File: src/hw/rtl/asfd_pkg.sv
// asfd_pkg: shared types and constants for the async serial frame decoder
// configuration register indexes, register widths and the config struct
// no dependencies
package asfd_pkg;

	localparam int DEF_MAX_WORD_LEN = 8;
	localparam int MIN_WORD_LEN     = 5;
	localparam int CHAR_W           = 8;
	localparam int CFG_IDX_W        = 2;
	localparam int CFG_DATA_W       = 4;
	localparam int COUNT_W          = 4;

	localparam logic [CFG_DATA_W-1:0] RST_WORD_LEN = 4'd8;

	typedef enum logic [CFG_IDX_W-1:0] {
		CFG_WORD_LEN   = 2'd0,
		CFG_PARITY_EN  = 2'd1,
		CFG_PARITY_ODD = 2'd2
	} cfg_idx_t;

	typedef struct packed {
		logic [CFG_DATA_W-1:0] word_len;
		logic                  parity_enable;
		logic                  parity_odd;
	} cfg_t;

endpackage

File: src/hw/rtl/asfd_rx_core.sv
// asfd_rx_core: bit window, bit counter, frame and parity check
// produces at most one character per accepted line bit, same cycle
// depends on asfd_pkg
module asfd_rx_core #(
	parameter int MAX_WORD_LEN = asfd_pkg::DEF_MAX_WORD_LEN
) (
	input  logic                        clk,
	input  logic                        arst_n,
	input  asfd_pkg::cfg_t              cfg,
	input  logic                        accept,
	input  logic                        line_bit,
	output logic                        res_valid,
	output logic [asfd_pkg::CHAR_W-1:0] res_data
);

	localparam int WIN_W = MAX_WORD_LEN + 3;
	localparam int IDX_W = $clog2(WIN_W);
	localparam int CW    = asfd_pkg::COUNT_W;

	logic [WIN_W-1:0] window_q;
	logic [CW-1:0]    count_q;

	logic [WIN_W-1:0] win_next;
	logic [WIN_W-1:0] win_shr;
	logic [CW-1:0]    nd;
	logic [CW-1:0]    w_m1;
	logic             check;
	logic             framed;
	logic             par;
	logic [CW-1:0]    count_next;

	always_comb begin
		// clamp data width into the supported range
		if (cfg.word_len < CW'(asfd_pkg::MIN_WORD_LEN)) begin
			nd = CW'(asfd_pkg::MIN_WORD_LEN);
		end else if (cfg.word_len > CW'(MAX_WORD_LEN)) begin
			nd = CW'(MAX_WORD_LEN);
		end else begin
			nd = cfg.word_len;
		end
		w_m1     = nd + CW'(1) + CW'(cfg.parity_enable);
		win_next = {window_q[WIN_W-2:0], line_bit};
		check    = count_q >= w_m1;
		framed   = check && win_next[0] && !win_next[w_m1[IDX_W-1:0]];

		// data sits above the stop bit, and above the parity bit when present
		win_shr = cfg.parity_enable ? (win_next >> 2) : (win_next >> 1);
		for (int j = 0; j < asfd_pkg::CHAR_W; j++) begin
			res_data[j] = (CW'(j) < nd) ? win_shr[j] : 1'b0;
		end

		// parity over the data bits and the parity bit itself
		par = cfg.parity_odd;
		for (int j = 1; j <= MAX_WORD_LEN + 1; j++) begin
			if (CW'(j) <= nd + CW'(1)) begin
				par = par ^ win_next[j];
			end
		end

		res_valid = accept && framed && (!cfg.parity_enable || !par);

		if (!check) begin
			count_next = count_q + CW'(1);
		end else if (framed) begin
			count_next = '0;
		end else begin
			count_next = count_q;
		end
	end

	always_ff @(posedge clk or negedge arst_n) begin
		if (!arst_n) begin
			window_q <= '0;
			count_q  <= '0;
		end else if (accept) begin
			window_q <= win_next;
			count_q  <= count_next;
		end
	end

endmodule

File: src/hw/rtl/async_serial_frame_decoder_top.sv
// async_serial_frame_decoder_top: serial receive frame decoder, top level
// holds configuration registers and the output register with skid stage
// depends on asfd_pkg and asfd_rx_core
//
// Usage:
// - input channel (in_valid, in_ready, line_bit) carries one sampled line bit
//   per transaction; a bit can be taken in every cycle while the skid stage is empty
// - output channel (out_valid, out_ready, char_data) carries one character for
//   each complete frame (zero start, data msb first, optional parity, one stop)
//   whose parity is good; bad parity frames are dropped
// - the character is registered after the stop bit's transaction, in the
//   output register or, on a stall, the skid stage; throughput is one line bit
//   per cycle while the skid stage is empty, set by the core's window update
// - when the receiver stalls, one more character is held in a skid stage;
//   in_ready falls only while the skid stage is full
// - cfg_write/cfg_index/cfg_data write the word length (0), parity_enable (1)
//   and parity_odd (2); other indexes are ignored
// - reset clears the window, the bit count and both output stages, and sets
//   the word length to 8 with parity off
module async_serial_frame_decoder_top #(
	parameter int MAX_WORD_LEN = asfd_pkg::DEF_MAX_WORD_LEN
) (
	input  logic                              clk,
	input  logic                              arst_n,
	input  logic                              cfg_write,
	input  logic [asfd_pkg::CFG_IDX_W-1:0]    cfg_index,
	input  logic [asfd_pkg::CFG_DATA_W-1:0]   cfg_data,
	input  logic                              in_valid,
	output logic                              in_ready,
	input  logic                              line_bit,
	output logic                              out_valid,
	input  logic                              out_ready,
	output logic [asfd_pkg::CHAR_W-1:0]       char_data
);

	asfd_pkg::cfg_t cfg_q;

	logic                        accept;
	logic                        res_valid;
	logic [asfd_pkg::CHAR_W-1:0] res_data;
	logic                        out_valid_q;
	logic [asfd_pkg::CHAR_W-1:0] out_data_q;
	logic                        skid_valid_q;
	logic [asfd_pkg::CHAR_W-1:0] skid_data_q;
	logic                        out_fire;

	always_ff @(posedge clk or negedge arst_n) begin
		if (!arst_n) begin
			cfg_q.word_len      <= asfd_pkg::RST_WORD_LEN;
			cfg_q.parity_enable <= 1'b0;
			cfg_q.parity_odd    <= 1'b0;
		end else if (cfg_write) begin
			unique case (cfg_index)
				asfd_pkg::CFG_WORD_LEN:   cfg_q.word_len      <= cfg_data;
				asfd_pkg::CFG_PARITY_EN:  cfg_q.parity_enable <= cfg_data[0];
				asfd_pkg::CFG_PARITY_ODD: cfg_q.parity_odd    <= cfg_data[0];
				default: ;
			endcase
		end
	end

	assign in_ready = !skid_valid_q;
	assign accept   = in_valid && in_ready;
	assign out_fire = out_valid_q && out_ready;

	asfd_rx_core #(
		.MAX_WORD_LEN(MAX_WORD_LEN)
	) u_core (
		.clk      (clk),
		.arst_n   (arst_n),
		.cfg      (cfg_q),
		.accept   (accept),
		.line_bit (line_bit),
		.res_valid(res_valid),
		.res_data (res_data)
	);

	always_ff @(posedge clk or negedge arst_n) begin
		if (!arst_n) begin
			out_valid_q  <= 1'b0;
			skid_valid_q <= 1'b0;
		end else if (skid_valid_q) begin
			if (out_fire) begin
				skid_valid_q <= 1'b0;
			end
		end else if (res_valid) begin
			if (out_valid_q && !out_ready) begin
				skid_valid_q <= 1'b1;
			end else begin
				out_valid_q <= 1'b1;
			end
		end else if (out_fire) begin
			out_valid_q <= 1'b0;
		end
	end

	always_ff @(posedge clk) begin
		if (skid_valid_q) begin
			if (out_fire) begin
				out_data_q <= skid_data_q;
			end
		end else if (res_valid) begin
			if (out_valid_q && !out_ready) begin
				skid_data_q <= res_data;
			end else begin
				out_data_q <= res_data;
			end
		end
	end

	assign out_valid = out_valid_q;
	assign char_data = out_data_q;

	// skid stage is only used behind a full output register
	a_skid_behind_out: assert property (@(posedge clk) disable iff (!arst_n)
		skid_valid_q |-> out_valid_q)
		else $error("skid stage full while output register empty");

	// a character only comes from an accepted line bit
	a_res_on_accept: assert property (@(posedge clk) disable iff (!arst_n)
		res_valid |-> (in_valid && in_ready))
		else $error("character produced without an input transaction");

	// skid stage fills only when the output was stalled
	a_skid_fill_on_stall: assert property (@(posedge clk) disable iff (!arst_n)
		$rose(skid_valid_q) |-> $past(out_valid_q && !out_ready))
		else $error("skid stage filled without a stall");

endmodule

File: config.mk
export PLATFORM = sky130hd
export DESIGN_NAME = async_serial_frame_decoder_top
export DESIGN_NICKNAME = d
export VERILOG_FILES = /design/src/hw/rtl/asfd_pkg.sv /design/src/hw/rtl/asfd_rx_core.sv /design/src/hw/rtl/async_serial_frame_decoder_top.sv
export SDC_FILE = /design/constraint.sdc
export NUM_CORES = 1
export LEC_CHECK = 0
export ABC_AREA = 1
export BUFFER_PORTS_ARGS = -buffer_cell sky130_fd_sc_hd__clkbuf_2
export CELL_PAD_IN_SITES_DETAIL_PLACEMENT = 1
export CELL_PAD_IN_SITES_GLOBAL_PLACEMENT = 2
export CORE_ASPECT_RATIO = 0.75
export CORE_MARGIN = 8
export CORE_UTILIZATION = 39
export CTS_BUF_LIST = sky130_fd_sc_hd__clkbuf_8
export DETAILED_ROUTE_END_ITERATION = 16
export GPL_ROUTABILITY_DRIVEN = 0
export HOLD_SLACK_MARGIN = 0.15
export PLACE_DENSITY_LB_ADDON = 0.25
export SLEW_MARGIN = 40
export SYNTH_ARGS = -nofsm -noshare
export SYNTH_HDL_FRONTEND = slang
export SYNTH_SLANG_ARGS = --single-unit
File: constraint.sdc
create_clock -name clk -period 9.4 [get_ports clk]
set_input_delay 0.47 -clock clk [delete_from_list [all_inputs] [get_ports clk]]
set_output_delay 0.47 -clock clk [all_outputs]
set_load 0.02 [all_outputs]
# After elaboration in Yosys (flattened, before gate mapping)
# Cells that the tools add are included.
[classes] addsub=3 eq_ne=6 order_cmp=21 reduce_logical=23 mux=35 bitwise_logic=10
[ops] operator="8-bit 2-to-1 mux" n=5
[ops] operator="1-bit 2-to-1 mux" n=25
[ops] operator="3-bit by 4-bit <= comparator with 1-bit output (first input constant)" n=4
[ops] operator="3-bit by 4-bit less-than comparator with 1-bit output (first input constant)" n=4
[ops] operator="4-bit 2-to-1 mux" n=4
[ops] operator="3-bit AND reduction" n=3
[ops] operator="1-bit XOR" n=9
[ops] operator="4-bit by 1-bit adder with 4-bit output (second input constant)" n=2
[ops] operator="2-bit by 4-bit <= comparator with 1-bit output (first input constant)" n=2
[ops] operator="4-bit <= comparator (first input constant)" n=2
[ops] operator="1-bit by 4-bit less-than comparator with 1-bit output (first input constant)" n=2
[ops] operator="2-bit by 4-bit less-than comparator with 1-bit output (first input constant)" n=2
[ops] operator="2-bit AND reduction" n=4
[ops] operator="1-bit logical AND" n=7
[ops] operator="2-bit inequality test (second input constant)" n=3
[ops] operator="1-bit logical NOT" n=5
[ops] operator="4-bit by 5-bit less-than comparator with 1-bit output (second input constant)" n=1
[ops] operator="4-bit by 1-bit adder with 4-bit output" n=1
[ops] operator="1-bit binary-select mux with 4-bit select" n=1
[ops] operator="4-bit >= comparator" n=1
[ops] operator="4-bit > comparator (second input constant)" n=1
[ops] operator="1-bit by 4-bit <= comparator with 1-bit output (first input constant)" n=1
[ops] operator="4-bit by 3-bit less-than comparator with 1-bit output (second input constant)" n=1
[ops] operator="2-bit nonzero test" n=2
[ops] operator="6 further kinds" n=6
[totals] elab_cells=107 ff_bits=38 inputBits=12

# Depth between registers and ports, before layout
[logic_depth] depth_word=27 mapped_depth=22 ltp_nobuf=22

# Hierarchy
# From an unflattened synthesis, not the netlist that was laid out.
[unflattened] cells_unflattened=298 area_unflattened_um2=2381.0
[modules_own_cells] mod="asfd_rx_core" area_per_inst_um2=1428.9 cells_each=210 seq_area_each_um2=350.3 n_inst=1
[modules_own_cells] mod="async_serial_frame_decoder_top" area_per_inst_um2=952.2 cells_each=88 seq_area_each_um2=681.9 n_inst=1

# Least setup slack after synthesis
# OpenSTA, ideal clock, no wires.
[synth_timing] path_type="reg2reg" startpoint="register cfg_q[3] (netlist name)" endpoint="register out_data_q, in the netlist char_data[0] (enable)" period_less_slack_ps=3377 n_path_buf=0 path_stages_with_launch=21 slack_ps=6023 setup_time_ps=375 required_time_ps=9025 t_arrival_ps=3001 cell_sequence="dfrtp_1 > nand2_2 > nor2_1 > nor2_1 > inv_1 > ha_1 > ha_1 > inv_1 > ha_1 > inv_1 > nor2_1 > o21ai_0 > nand3_1 > nand2_1 > inv_1 > nand2_1 > nor2_1 > nand2_2 > inv_2 > nand2_2 > a21oi_1"
[synth_via] elab_chain_len=27 word_cells_on_any_way=44
[synth_lines] element="start, declared" line="async_serial_frame_decoder_top.sv:36" source="asfd_pkg::cfg_t cfg_q;"
[synth_lines] element="4-bit > comparator" line="asfd_rx_core.sv:36" source="end else if (cfg.word_len > CW'(MAX_WORD_LEN)) begin"
[synth_lines] element="4-bit 2-to-1 mux" line="asfd_rx_core.sv:36"
[synth_lines] element="4-bit 2-to-1 mux (*)" line="asfd_rx_core.sv:34" source="if (cfg.word_len < CW'(asfd_pkg::MIN_WORD_LEN)) begin"
[synth_lines] element="4-bit by 1-bit adder with 4-bit output (*)" line="asfd_rx_core.sv:41, asfd_rx_core.sv:55"
[synth_lines] element="1-bit by 4-bit <= comparator with 1-bit output" line="asfd_rx_core.sv:55" source="if (CW'(j) <= nd + CW'(1)) begin"
[synth_lines] element="1-bit 2-to-1 mux" line="asfd_rx_core.sv:55"
[synth_lines] element="1-bit XOR" line="asfd_rx_core.sv:56" source="par = par ^ win_next[j];"
[synth_lines] element="1-bit 2-to-1 mux" line="asfd_rx_core.sv:55"
[synth_lines] element="[... 11 more ...]"
[synth_lines] element="1-bit 2-to-1 mux" line="asfd_rx_core.sv:55"
[synth_lines] element="1-bit XOR" line="asfd_rx_core.sv:56"
[synth_lines] element="1-bit 2-to-1 mux" line="asfd_rx_core.sv:55"
[synth_lines] element="1-bit logical NOT" line="asfd_rx_core.sv:60" source="res_valid = accept && framed && (!cfg.parity_enable || !par);"
[synth_lines] element="1-bit logical OR" line="asfd_rx_core.sv:60"
[synth_lines] element="1-bit logical AND (*)" line="asfd_rx_core.sv:60"
[synth_lines] element="2-bit nonzero test (no source line) (*)"
[synth_lines] element="3-bit AND reduction (no source line) (*)"
[synth_lines] element="end signal, assigned" line="async_serial_frame_decoder_top.sv:100" source="out_data_q <= skid_data_q;"
[synth_lines] element="end signal, assigned" line="async_serial_frame_decoder_top.sv:106" source="out_data_q <= res_data;"
[synth_lines] element="end, declared" line="async_serial_frame_decoder_top.sv:42" source="logic [asfd_pkg::CHAR_W-1:0] out_data_q;"
# Mark *: on every way between the ends. The rest lies on a longest branch, timed or not. The select of a mux whose other input is x is not followed.
# A chain may end at the register's enable or synchronous reset.

# Final worst setup path
[layout_timing] startpoint="register cfg_q[4] (netlist name)" endpoint="register skid_data_q[2] (netlist name) (enable)"
[layout_via] elab_chain_len=26 word_cells_on_any_way=43
[layout_lines] element="4-bit > comparator" line="asfd_rx_core.sv:36"
[layout_lines] element="4-bit 2-to-1 mux" line="asfd_rx_core.sv:36"
[layout_lines] element="4-bit 2-to-1 mux (*)" line="asfd_rx_core.sv:34"
[layout_lines] element="4-bit by 1-bit adder with 4-bit output (*)" line="asfd_rx_core.sv:41, asfd_rx_core.sv:55"
[layout_lines] element="1-bit by 4-bit <= comparator with 1-bit output" line="asfd_rx_core.sv:55"
[layout_lines] element="1-bit 2-to-1 mux" line="asfd_rx_core.sv:55"
[layout_lines] element="1-bit XOR" line="asfd_rx_core.sv:56"
[layout_lines] element="1-bit 2-to-1 mux" line="asfd_rx_core.sv:55"
[layout_lines] element="[... 10 more ...]"
[layout_lines] element="1-bit XOR" line="asfd_rx_core.sv:56"
[layout_lines] element="1-bit 2-to-1 mux" line="asfd_rx_core.sv:55"
[layout_lines] element="1-bit XOR" line="asfd_rx_core.sv:56"
[layout_lines] element="1-bit 2-to-1 mux" line="asfd_rx_core.sv:55"
[layout_lines] element="1-bit logical NOT" line="asfd_rx_core.sv:60"
[layout_lines] element="1-bit logical OR" line="asfd_rx_core.sv:60"
[layout_lines] element="1-bit logical AND (*)" line="asfd_rx_core.sv:60"
[layout_lines] element="3-bit AND reduction (no source line) (*)"
[layout_lines] element="end signal, assigned" line="async_serial_frame_decoder_top.sv:104" source="skid_data_q <= res_data;"
[layout_lines] element="end, declared" line="async_serial_frame_decoder_top.sv:44" source="logic [asfd_pkg::CHAR_W-1:0] skid_data_q;"
# Marked as above.

==> results.toml <==
[timing]
setup_viol = 0
fin_crit_sh_pct = 41.74
tightest_slew_ns = 0.7387
hold_viol_final = 0
clock.fmax_ghz = 0.2549
period_needed_ns = 3.923
fin_tns_setup_ns = 0
slew_headroom_pct = 50.57
rsz0062_at_grt = "false"
fin_skew_ns = 0.01104
slew_violations = 0

[clock_network]
holdBufCountCts = 0
cts_setup_buffers = 0
h-tree-depth = 2
ctsLongestPathBuffers = 2
cts_resized = 0
clk-insertion-delay-late_ns = 0.30
cts_tree = "yes"
clkTransAtPathRegs_ns = 0.08
cts_root_buffer = "clkbuf_8"
cts_made_buffers = 5
clkSinkCount = 38

[floorplan]
ios = 22
placementRows = 24
die_area_sq_um = 8702
core_sq_um = 5796
initial_utilization_pct = 40.05
die_y_um = 82.81
fp.dieW_um = 105.1

[pwr]
peakVddDrop_v = 0.0001255
power_density_nw_per_um2 = 270.6
p_leak_nw = 1.262

[cells_and_area]
areaGrowthSynthToFinish_pct = 12.45
diodes = 0
fin_area_sq_um = 2610
drive_above_1_share_pct = 15.82
nets = 339

[detailed_routing]
drt-total-wl_um = 6081
post_drt_wl_per_cell_um = 15.43
drc = 0
vias = 1963
ant_nets = 0
initialDrtViolationCount = 102
detail_route.vias_per_cell = 4.982
dr.pass1.iters = 4

[global_routing]
antenna_found_initial = 0
grt.overflow.total = 0
grt_pass1_wl_um = 10560
track_usage_pct = 15.00
grt_pass1_vias = 2100
grt_max_degree = 23

[status]
status = "finished, final reports clean"

[critical_path]
critPathLaunchType = "register"
r2r_cells = 20
r2r_slack_ns = 5.48
worstSetupEndpoint = "skid_data_q[2]$_DFFE_PP_"
crit_start = "cfg_q[4]$_DFFE_PN0P_"
crit_fanout = 8
reg2reg_to = "skid_data_q[2]$_DFFE_PP_"
cp-end-kind = "register"
r2r_start = "cfg_q[4]$_DFFE_PN0P_"
crit_arrival_ns = 3.85
cp.required_ns = 9.33
critical_path_class = "register to register"

[synthesis]
synth-seq-area-share_pct = 44.47
syn-num-nets = 316
synth-seq-cells = 38
yosysWarningCount = 0
syn_inst = 292
synth.avg_cell_area_sq_um = 7.949
synth_area_sq_um = 2321
yosysUniqueCellTypes = 34

[place]
io_buffer_count = 21
dp_hpwl_um = 4842
placed_cell_area_sq_um = 2497

[run]
drv_cap = 0

[worst_hold_path]
hold_class = "input pin to asynchronous set/reset pin"
[state kept, by name (all words and copies together), names as in the netlist]
register	cells
u_core.window_q	10
char_data	8
skid_data_q	8
cfg_q	6
u_core.count_q	4
out_valid	1
skid_valid_q	1
[metrics by stage]
step	setup WS (ns)	util, %	std cells	total power [W]	hold slack, ns
after floorplan	6.023	-	292	0.0004812	0.1744
after global placement	5.612	43.09	386	0.0005581	0.4892
after detailed placement	5.409	43.09	386	0.0005706	0.5024
after CTS	5.351	44.97	394	0.0007132	0.1847
after global routing	5.134	45.03	394	0.0007770	0.2074
final	5.477	45.03	394	0.0007062	0.1682
[how the worst min path moves through the flow]
stage               slack, ns  cells after the start                             end
floorplan                0.17                      0            cfg_q[0]$_DFFE_PN0P_
global placement         0.49                      2  u_core.window_q[9]$_DFFE_PN0P_
detailed placement       0.50                      2  u_core.window_q[9]$_DFFE_PN0P_
CTS                      0.18                      1            cfg_q[4]$_DFFE_PN0P_
global route             0.21                      1            cfg_q[4]$_DFFE_PN0P_
finish                   0.17                      1            cfg_q[4]$_DFFE_PN0P_
[synthesized netlist by cell type]
cell      number  share of area [%]
o21ai_0       25                5.4
xor2_2         1               0.70
o31ai_1        1               0.32
inv_2          5               0.81
nor2_1        14                2.3
nand2_1       91                 15
nand3_2        1               0.43
a221oi_1       1               0.38
a32oi_1        1               0.38
clkbuf_1       4               0.65
nor3_1         2               0.43
buf_6          1               0.49
nand2_4        1               0.49
edfxtp_1      16                 21
dfstp_2        1                1.1
o21ai_4        1               0.70
o21a_1         1               0.32
xor2_1         2               0.75
o22ai_1        1               0.27
nor2_2         1               0.27
mux2_2         2               0.97
clkinv_1       1               0.16
o21bai_1       1               0.32
nand2_2        4                1.1
inv_1         34                5.5
a21oi_1       14                3.0
o21ai_1        4               0.86
nand3_1       22                4.7
xnor2_2        1               0.70
o211ai_1       1               0.32
nand4_1        2               0.54
dfrtp_1       21                 23
ha_1          12                6.5
nand4_2        2                1.1
[area by class of cell]
cell class	count	area [sq um]
inverters	40	150.1
multi-input cells	209	1116
clock buffers	5	68.82
clock inverters	3	40.04
well taps	78	97.59
repair buffers	21	105.1
fillers	723	3186
flip-flops and latches	38	1032
[cells by family (layout without fill, tap and decap cells)]
kind of cell	Yosys count	count (layout)	synth area share, %
simple gates	140	140	26.04
compound gates	51	51	12.29
buf+inv	45	69	7.601
flops	38	38	44.47
fa+ha+maj	12	12	6.469
xor+xnor	4	4	2.157
mux	2	2	0.9703
[layout by cell type, fill, tap and decap left out, drive strengths merged, types with 2 or more instances in the layout]
cell type | Yosys | final
inv | 39 | 39
ha | 12 | 12
clkbuf | 4 | 26
o21ai | 30 | 30
a21oi | 14 | 14
xor2 | 3 | 3
nand2 | 96 | 96
nand4 | 4 | 4
clkinv | 1 | 3
nor3 | 2 | 2
dfrtp | 21 | 21
nor2 | 15 | 15
nand3 | 23 | 23
edfxtp | 16 | 16
mux2 | 2 | 2
[worst max-delay path, cell delays in order, from the launching register on]
cell     delay, ns
dfrtp_1       0.42
nand2_2       0.14
nor2_1        0.09
nor2_1        0.22
inv_1         0.14
ha_1          0.34
ha_1          0.39
inv_1         0.10
ha_1          0.30
inv_1         0.04
nor2_1        0.08
o21ai_0       0.08
nand3_1       0.10
nand2_1       0.06
inv_1         0.05
nand2_1       0.04
nor2_1        0.11
nand2_2       0.09
inv_2         0.09
nand2_2       0.09
nor2_1        0.58
[power by group]
group	leakage (nW)	total (W)	internal, W	switching, W
Combinational	0.779	0.000300	0.000103	0.000198
Clock	0.0579	0.000141	0.0000782	0.0000625
Sequential	0.425	0.000265	0.000221	0.0000443
Total	1.26	0.000706	0.000402	0.000305
[layer usage]
layer / track usage, % / up-vias / wire (um) / part of all wire [%]
li1: - / 996 / - / -
met2: 23.02 / 29 / 2704 / 44
met4: 3.747 / 0 / 63 / 1.0
met3: 4.244 / 8 / 272 / 4.5
met5: 0 / - / 0 / 0
met1: 20.21 / 930 / 3040 / 50
Power figures use the tool's default switching activity.
